### config.mk
export PLATFORM = sky130hd
export DESIGN_NAME = keyboard_scancode_to_ascii
export DESIGN_NICKNAME = d
export VERILOG_FILES = /design/src/rtl/core/kbd_s2a_pkg.sv /design/src/rtl/core/kbd_s2a_decode.sv /design/src/rtl/core/keyboard_scancode_to_ascii.sv
export SDC_FILE = /design/constraint.sdc
export NUM_CORES = 1
export LEC_CHECK = 0
export BUFFER_PORTS_ARGS = -buffer_cell sky130_fd_sc_hd__buf_2
export CAP_MARGIN = 20
export CORE_MARGIN = 8
export CORE_UTILIZATION = 40
export CTS_BUF_LIST = sky130_fd_sc_hd__clkbuf_8 sky130_fd_sc_hd__clkbuf_16
export CTS_CLUSTER_DIAMETER = 50
export DETAILED_ROUTE_END_ITERATION = 6
export GPL_TIMING_DRIVEN = 0
export HOLD_SLACK_MARGIN = 0.1
export PLACE_DENSITY_LB_ADDON = 0.25
export SETUP_SLACK_MARGIN = 0.02
export SYNTH_ARGS = -nofsm -noshare
export SYNTH_HDL_FRONTEND = slang
export SYNTH_SLANG_ARGS = --single-unit
### constraint.sdc
create_clock -name i_clk -period 2.9 [get_ports i_clk]
set_input_delay 0.435 -clock i_clk [delete_from_list [all_inputs] [get_ports i_clk]]
set_output_delay 0.435 -clock i_clk [all_outputs]
set_load 0.005 [all_outputs]
### src/rtl/core/kbd_s2a_pkg.sv
// Shared types, constants and the make-code character table for the
// set-1 scancode decoder. No dependencies.
`default_nettype none

package kbd_s2a_pkg;

    // Modifier event codes carried on the result word
    localparam logic [2:0] EV_NONE    = 3'd0;
    localparam logic [2:0] EV_SHIFT   = 3'd1;
    localparam logic [2:0] EV_CONTROL = 3'd2;
    localparam logic [2:0] EV_META    = 3'd3;
    localparam logic [2:0] EV_ALT     = 3'd4;
    localparam logic [2:0] EV_CAPS    = 3'd5;

    // Modifier make codes
    localparam logic [6:0] SC_LSHIFT  = 7'h2A;
    localparam logic [6:0] SC_RSHIFT  = 7'h36;
    localparam logic [6:0] SC_CONTROL = 7'h1D;
    localparam logic [6:0] SC_LMETA   = 7'h5B;
    localparam logic [6:0] SC_RMETA   = 7'h5C;
    localparam logic [6:0] SC_ALT     = 7'h38;
    localparam logic [6:0] SC_CAPS    = 7'h3A;

    localparam logic [6:0] ASCII_SPACE = 7'h20;
    localparam logic [6:0] ASCII_TILDE = 7'h7E;
    localparam logic [6:0] ASCII_LC_A  = 7'h61;
    localparam logic [6:0] ASCII_LC_Z  = 7'h7A;
    localparam logic [6:0] CASE_OFFSET = 7'h20;

    typedef struct packed {
        logic shift;
        logic control;
        logic alt;
        logic meta;
        logic caps;
    } t_mod_flags;

    typedef struct packed {
        logic       char_valid;
        logic [6:0] char_code;
        logic [2:0] modifier_event;
        logic       caps_lock_on;
        logic       is_release;
    } t_result;

    // Make code to ASCII; zero marks a key that is not a character key
    function automatic logic [6:0] char_map(input logic [6:0] code);
        logic [6:0] c;
        c = 7'h00;
        case (code)
            7'h01: c = 7'h1B;
            7'h02: c = 7'h31;
            7'h03: c = 7'h32;
            7'h04: c = 7'h33;
            7'h05: c = 7'h34;
            7'h06: c = 7'h35;
            7'h07: c = 7'h36;
            7'h08: c = 7'h37;
            7'h09: c = 7'h38;
            7'h0A: c = 7'h39;
            7'h0B: c = 7'h30;
            7'h0C: c = 7'h2D;
            7'h0D: c = 7'h3D;
            7'h0E: c = 7'h7F;
            7'h0F: c = 7'h09;
            7'h10: c = 7'h71;
            7'h11: c = 7'h77;
            7'h12: c = 7'h65;
            7'h13: c = 7'h72;
            7'h14: c = 7'h74;
            7'h15: c = 7'h79;
            7'h16: c = 7'h75;
            7'h17: c = 7'h69;
            7'h18: c = 7'h6F;
            7'h19: c = 7'h70;
            7'h1A: c = 7'h5B;
            7'h1B: c = 7'h5D;
            7'h1C: c = 7'h0A;
            7'h1E: c = 7'h61;
            7'h1F: c = 7'h73;
            7'h20: c = 7'h64;
            7'h21: c = 7'h66;
            7'h22: c = 7'h67;
            7'h23: c = 7'h68;
            7'h24: c = 7'h6A;
            7'h25: c = 7'h6B;
            7'h26: c = 7'h6C;
            7'h27: c = 7'h3B;
            7'h28: c = 7'h27;
            7'h2B: c = 7'h5C;
            7'h2C: c = 7'h7A;
            7'h2D: c = 7'h78;
            7'h2E: c = 7'h63;
            7'h2F: c = 7'h76;
            7'h30: c = 7'h62;
            7'h31: c = 7'h6E;
            7'h32: c = 7'h6D;
            7'h33: c = 7'h2C;
            7'h34: c = 7'h2E;
            7'h35: c = 7'h2F;
            7'h39: c = 7'h20;
            default: c = 7'h00;
        endcase
        return c;
    endfunction

endpackage

`default_nettype wire

### src/rtl/core/kbd_s2a_decode.sv
// Combinational decode of one scancode against the current modifier flags.
// Uses kbd_s2a_pkg for the character table, event codes and flag types.
`default_nettype none

module kbd_s2a_decode (
    input  wire logic [7:0]             i_code,
    input  wire kbd_s2a_pkg::t_mod_flags i_flags,
    output kbd_s2a_pkg::t_mod_flags     o_flags,
    output kbd_s2a_pkg::t_result        o_result
);

    logic [6:0] mk;
    logic [6:0] raw_c;
    logic [6:0] up_c;
    logic       any_mod;
    logic       printable;

    assign mk      = i_code[6:0];
    assign raw_c   = kbd_s2a_pkg::char_map(mk);
    assign any_mod = i_flags.shift | i_flags.control | i_flags.alt | i_flags.meta;

    always_comb begin
        up_c = raw_c;
        if (i_flags.caps && raw_c >= kbd_s2a_pkg::ASCII_LC_A &&
            raw_c <= kbd_s2a_pkg::ASCII_LC_Z) begin
            up_c = raw_c - kbd_s2a_pkg::CASE_OFFSET;
        end
    end

    // a zero table entry is below space, so it fails this test too
    assign printable = (up_c >= kbd_s2a_pkg::ASCII_SPACE) &&
                       (up_c <= kbd_s2a_pkg::ASCII_TILDE);

    always_comb begin
        o_flags                 = i_flags;
        o_result.char_valid     = 1'b0;
        o_result.char_code      = 7'h00;
        o_result.modifier_event = kbd_s2a_pkg::EV_NONE;
        o_result.is_release     = 1'b0;
        if (i_code[7]) begin
            // break code: drop the held modifiers, caps lock stays
            o_result.is_release = 1'b1;
            o_flags.shift       = 1'b0;
            o_flags.control     = 1'b0;
            o_flags.alt         = 1'b0;
            o_flags.meta        = 1'b0;
        end else begin
            priority if (mk == kbd_s2a_pkg::SC_LSHIFT || mk == kbd_s2a_pkg::SC_RSHIFT) begin
                o_flags.shift           = 1'b1;
                o_result.modifier_event = kbd_s2a_pkg::EV_SHIFT;
            end else if (mk == kbd_s2a_pkg::SC_CONTROL) begin
                o_flags.control         = 1'b1;
                o_result.modifier_event = kbd_s2a_pkg::EV_CONTROL;
            end else if (mk == kbd_s2a_pkg::SC_LMETA || mk == kbd_s2a_pkg::SC_RMETA) begin
                o_flags.meta            = 1'b1;
                o_result.modifier_event = kbd_s2a_pkg::EV_META;
            end else if (mk == kbd_s2a_pkg::SC_ALT) begin
                o_flags.alt             = 1'b1;
                o_result.modifier_event = kbd_s2a_pkg::EV_ALT;
            end else if (mk == kbd_s2a_pkg::SC_CAPS) begin
                o_flags.caps            = ~i_flags.caps;
                o_result.modifier_event = kbd_s2a_pkg::EV_CAPS;
            end else begin
                if (!any_mod && printable) begin
                    o_result.char_valid = 1'b1;
                    o_result.char_code  = up_c;
                end
            end
        end
        o_result.caps_lock_on = o_flags.caps;
    end

endmodule

`default_nettype wire

### src/rtl/core/keyboard_scancode_to_ascii.sv
// Each accepted scancode passes the input register, then the result register.
// Throughput: one scancode per cycle while i_stall does not hold the result
// word; the input register feeds a single table lookup and flag update that
// loads the result register and modifier flags.
// Reset (synchronous, active low) empties both registers and clears all five
// modifier flags; the block can accept a word as soon as reset is released.
`default_nettype none

module keyboard_scancode_to_ascii (
    input  wire logic       i_clk,
    input  wire logic       i_rst_n,
    input  wire logic       i_valid,
    input  wire logic [7:0] i_scancode,
    output logic            o_stall,
    output logic            o_valid,
    input  wire logic       i_stall,
    output logic            o_char_valid,
    output logic [6:0]      o_char_code,
    output logic [2:0]      o_modifier_event,
    output logic            o_caps_lock_on,
    output logic            o_is_release
);

    logic                    r_in_valid;
    logic [7:0]              r_in_code;
    logic                    r_out_valid;
    kbd_s2a_pkg::t_result    r_out;
    kbd_s2a_pkg::t_mod_flags r_flags;
    kbd_s2a_pkg::t_mod_flags n_flags;
    kbd_s2a_pkg::t_result    n_out;
    logic                    out_free;
    logic                    advance;

    // result register can take a word when empty or being drained
    assign out_free = ~r_out_valid | ~i_stall;
    assign advance  = r_in_valid & out_free;
    assign o_stall  = r_in_valid & ~out_free;

    kbd_s2a_decode u_decode (
        .i_code   (r_in_code),
        .i_flags  (r_flags),
        .o_flags  (n_flags),
        .o_result (n_out)
    );

    always_ff @(posedge i_clk) begin
        if (!i_rst_n) begin
            r_in_valid  <= 1'b0;
            r_out_valid <= 1'b0;
            r_flags     <= '0;
        end else begin
            if (!o_stall) begin
                r_in_valid <= i_valid;
            end
            if (out_free) begin
                r_out_valid <= r_in_valid;
            end
            if (advance) begin
                r_flags <= n_flags;
            end
        end
    end

    always_ff @(posedge i_clk) begin
        if (!o_stall && i_valid) begin
            r_in_code <= i_scancode;
        end
        if (advance) begin
            r_out <= n_out;
        end
    end

    assign o_valid          = r_out_valid;
    assign o_char_valid     = r_out.char_valid;
    assign o_char_code      = r_out.char_code;
    assign o_modifier_event = r_out.modifier_event;
    assign o_caps_lock_on   = r_out.caps_lock_on;
    assign o_is_release     = r_out.is_release;

endmodule

`default_nettype wire

==> metrics <==
status finished, final reports clean; Net Count, Synth 276; GP Congestion just over 0.9; port bufs 25; Final Hold Fails 0; Psw approximately 0.38 mW; setup TNS 0 ns; first-pass GRT wire length a little under 10000 microns; Syn. warnings 0; final core occ 46.56%; relative slew slack 40.22%; Seq cells post-synth 35; Inserted Clock Buffers 5; final-stage net count 307; main flop type after synthesis edfxtp_1; post-synthesis cell type count 62; CTS H-tree lvls 2; Total Wirelength between 5000 and 6000 microns; P_leak 1.060 nW; ranking of synthesized cells by area edfxtp_1 27%, dfxtp_1 12%, ha_1 5.3%; f_max 0.3823 GHz; sw frac 28.19%; Crit Path Max Fanout 9; P_int 0.9568 mW; CTS root buffer clkbuf_8; Hold Crit Class in -> reg; sequential share of power 44.3%; Area Overhead vs Synth 14.84%; register area share after synthesis about two fifths; die width 92.54 microns; CTS max path bufs 2; die area 8564 sq um; Setup WS pre-CTS -0.1780 ns; clock skew between 0.008 and 0.009 ns; initial drt markers 124; Yosys top cell area share between 20 and 30%; Power Density 495.1 nW/um^2; cell row count 28; ys async rst share 0%; max cap viols 0; Period minus WS final 2.616 ns; endpoints failing setup 0; vias post-DR ~2100; Worst Path Arrival 2.77 ns; total gr overflow 0; pins over their slew limit 0; syn avg cell area 9.226 sq um; Post-synth EDFFs 21; critical path launch point type flop; remaining antenna violation count after routing 0; number of global-route vias before repair approximately 2000; CTS tree built; Starting Density 40.54%; WL/cell 16.47 microns; layout cells sized above 1 17.48%; Crit Path Category reg -> reg; total clock sinks 35; synthesized cell area 2343 sq um; Worst-Skew Late Latency between 0.2 and 0.3 ns; HPWL Detailed between 4000 and 5000 microns; total setup buffers inserted after CTS 0; leading area contributor after synthesis edfxtp_1; cells after synthesis 254; Residual DRC 0; ant diodes 0; CP Capture Type flop; hold slack around 0.32 ns; worst-margin pin slew 0.8718 ns; Core ar. approximately 5800 sq um; # hold bufs at CTS 0; Gate power share 21.8%; antenna violations before repair 0; Vias/cell 5.842; largest net degree at the start of global routing 18; Clock Pin Slew Worst Setup and Hold Paths approximately 0.07 ns; Peak supply drop 0.1888 mV; synth cell count leaders 21 x a21oi_1, 21 x edfxtp_1, 21 x nand2_1; Req. time, crit path 3.05 ns; chip height 92.54 microns; Ports 27; Clk pwr share 33.9%; crit share post-route 90.20%; GR Util All Layers 14.14%; drt pass-1 iters 6; worst setup margin 0.2841 ns; RSZ-0062 raised after global routing false
[path summary, 6_finish.rpt]
kind / from / end / slack [ns] / cells past startpoint
hold / removal: i_scancode[6] / r_in_code[6] / 0.32 / 1
hold reg to reg: r_flags[2] / r_flags[2] / 0.48 / 2
setup / recovery: o_valid / flop / 0.28 / 9
setup reg to reg: o_valid / flop / 0.28 / 9
[cell type report]
class	instances	area, sq um
well taps	75	93.84
inverters	12	45.04
flip-flops and latches	35	910.9
repair buffers	26	132.6
multi-input cells	193	1344
clock inverters	2	35.03
clock buffers	6	82.58
fillers	569	3089
plain buffers	12	47.55
[per-layer routing]
layer / track usage (%) / part of all wire (%) / vias up
met4: 6.443 / 2.2 / 0
met2: 22.53 / 46 / 85
met1: 17.72 / 44 / 986
met5: 0 / 0 / -
met3: 3.317 / 6.9 / 13
li1: - / - / 1025
[power groups by stage]
stage          sequential (mW)  combinational [mW]  clock [mW]
2_1_floorplan            0.596               0.201           0
3_3_place_gp             0.600               0.280           0
3_5_place_dp             0.601               0.282           0
4_1_cts                  0.590               0.285       0.464
5_1_grt                  0.594               0.323       0.488
6_report                 0.590               0.291       0.452
[layout by cell type (no fill, tap or decap), types with 6 or more instances in the layout]
cell	netlist	routed
and2_1	9	9
clkbuf_8	0	6
clkbuf_1	10	9
o21ai_0	13	13
buf_2	2	27
nand2_1	21	21
dfxtp_1	14	14
inv_1	10	10
ha_1	10	9
mux2i_1	11	11
nor2b_1	6	6
a21oi_1	21	20
edfxtp_1	21	21
nor2_1	13	13
[metrics by stage]
| stage | instance area, sq um | power (mW) | std cells |
|---|---|---|---|
| 3_3_place_gp | 2562 | 0.8805 | 354 |
| 2_1_floorplan | 2344 | 0.7973 | 254 |
| 3_5_place_dp | 2570 | 0.8833 | 355 |
| 5_1_grt | 2691 | 1.405 | 361 |
| 6_report | 2691 | 1.332 | 361 |
| 4_1_cts | 2688 | 1.339 | 362 |
[kinds of logic (layout without fill, tap and decap cells)]
group,Yosys count,in the layout,share of synthesized area (%)
AOI/OAI and AO/OA,85,85,25.95
and+or+nand+nor,79,79,17.46
DFF,35,35,38.87
buffers and inverters,26,58,4.271
muxes,15,15,6.620
adders and majority gates,10,10,5.339
xor gates and xnor gates,4,4,1.495
[what timing repair did]
item	4_1_cts	5_1_grt
gates resized for setup	1	2
cloned	0	0
endpoints found under the setup margin	1	3
pin swaps	0	0
[worst max-delay path, cell delays in order (launching register included)]
cell     delay [ns]
dfxtp_1        0.35
nand3_2        0.17
nand2_1        0.10
inv_2          0.19
mux2_2         0.45
inv_1          0.20
ha_2           0.33
mux2i_1        0.10
a221o_1        0.37
o32a_1         0.21
(Power assumes the default switching activity.)
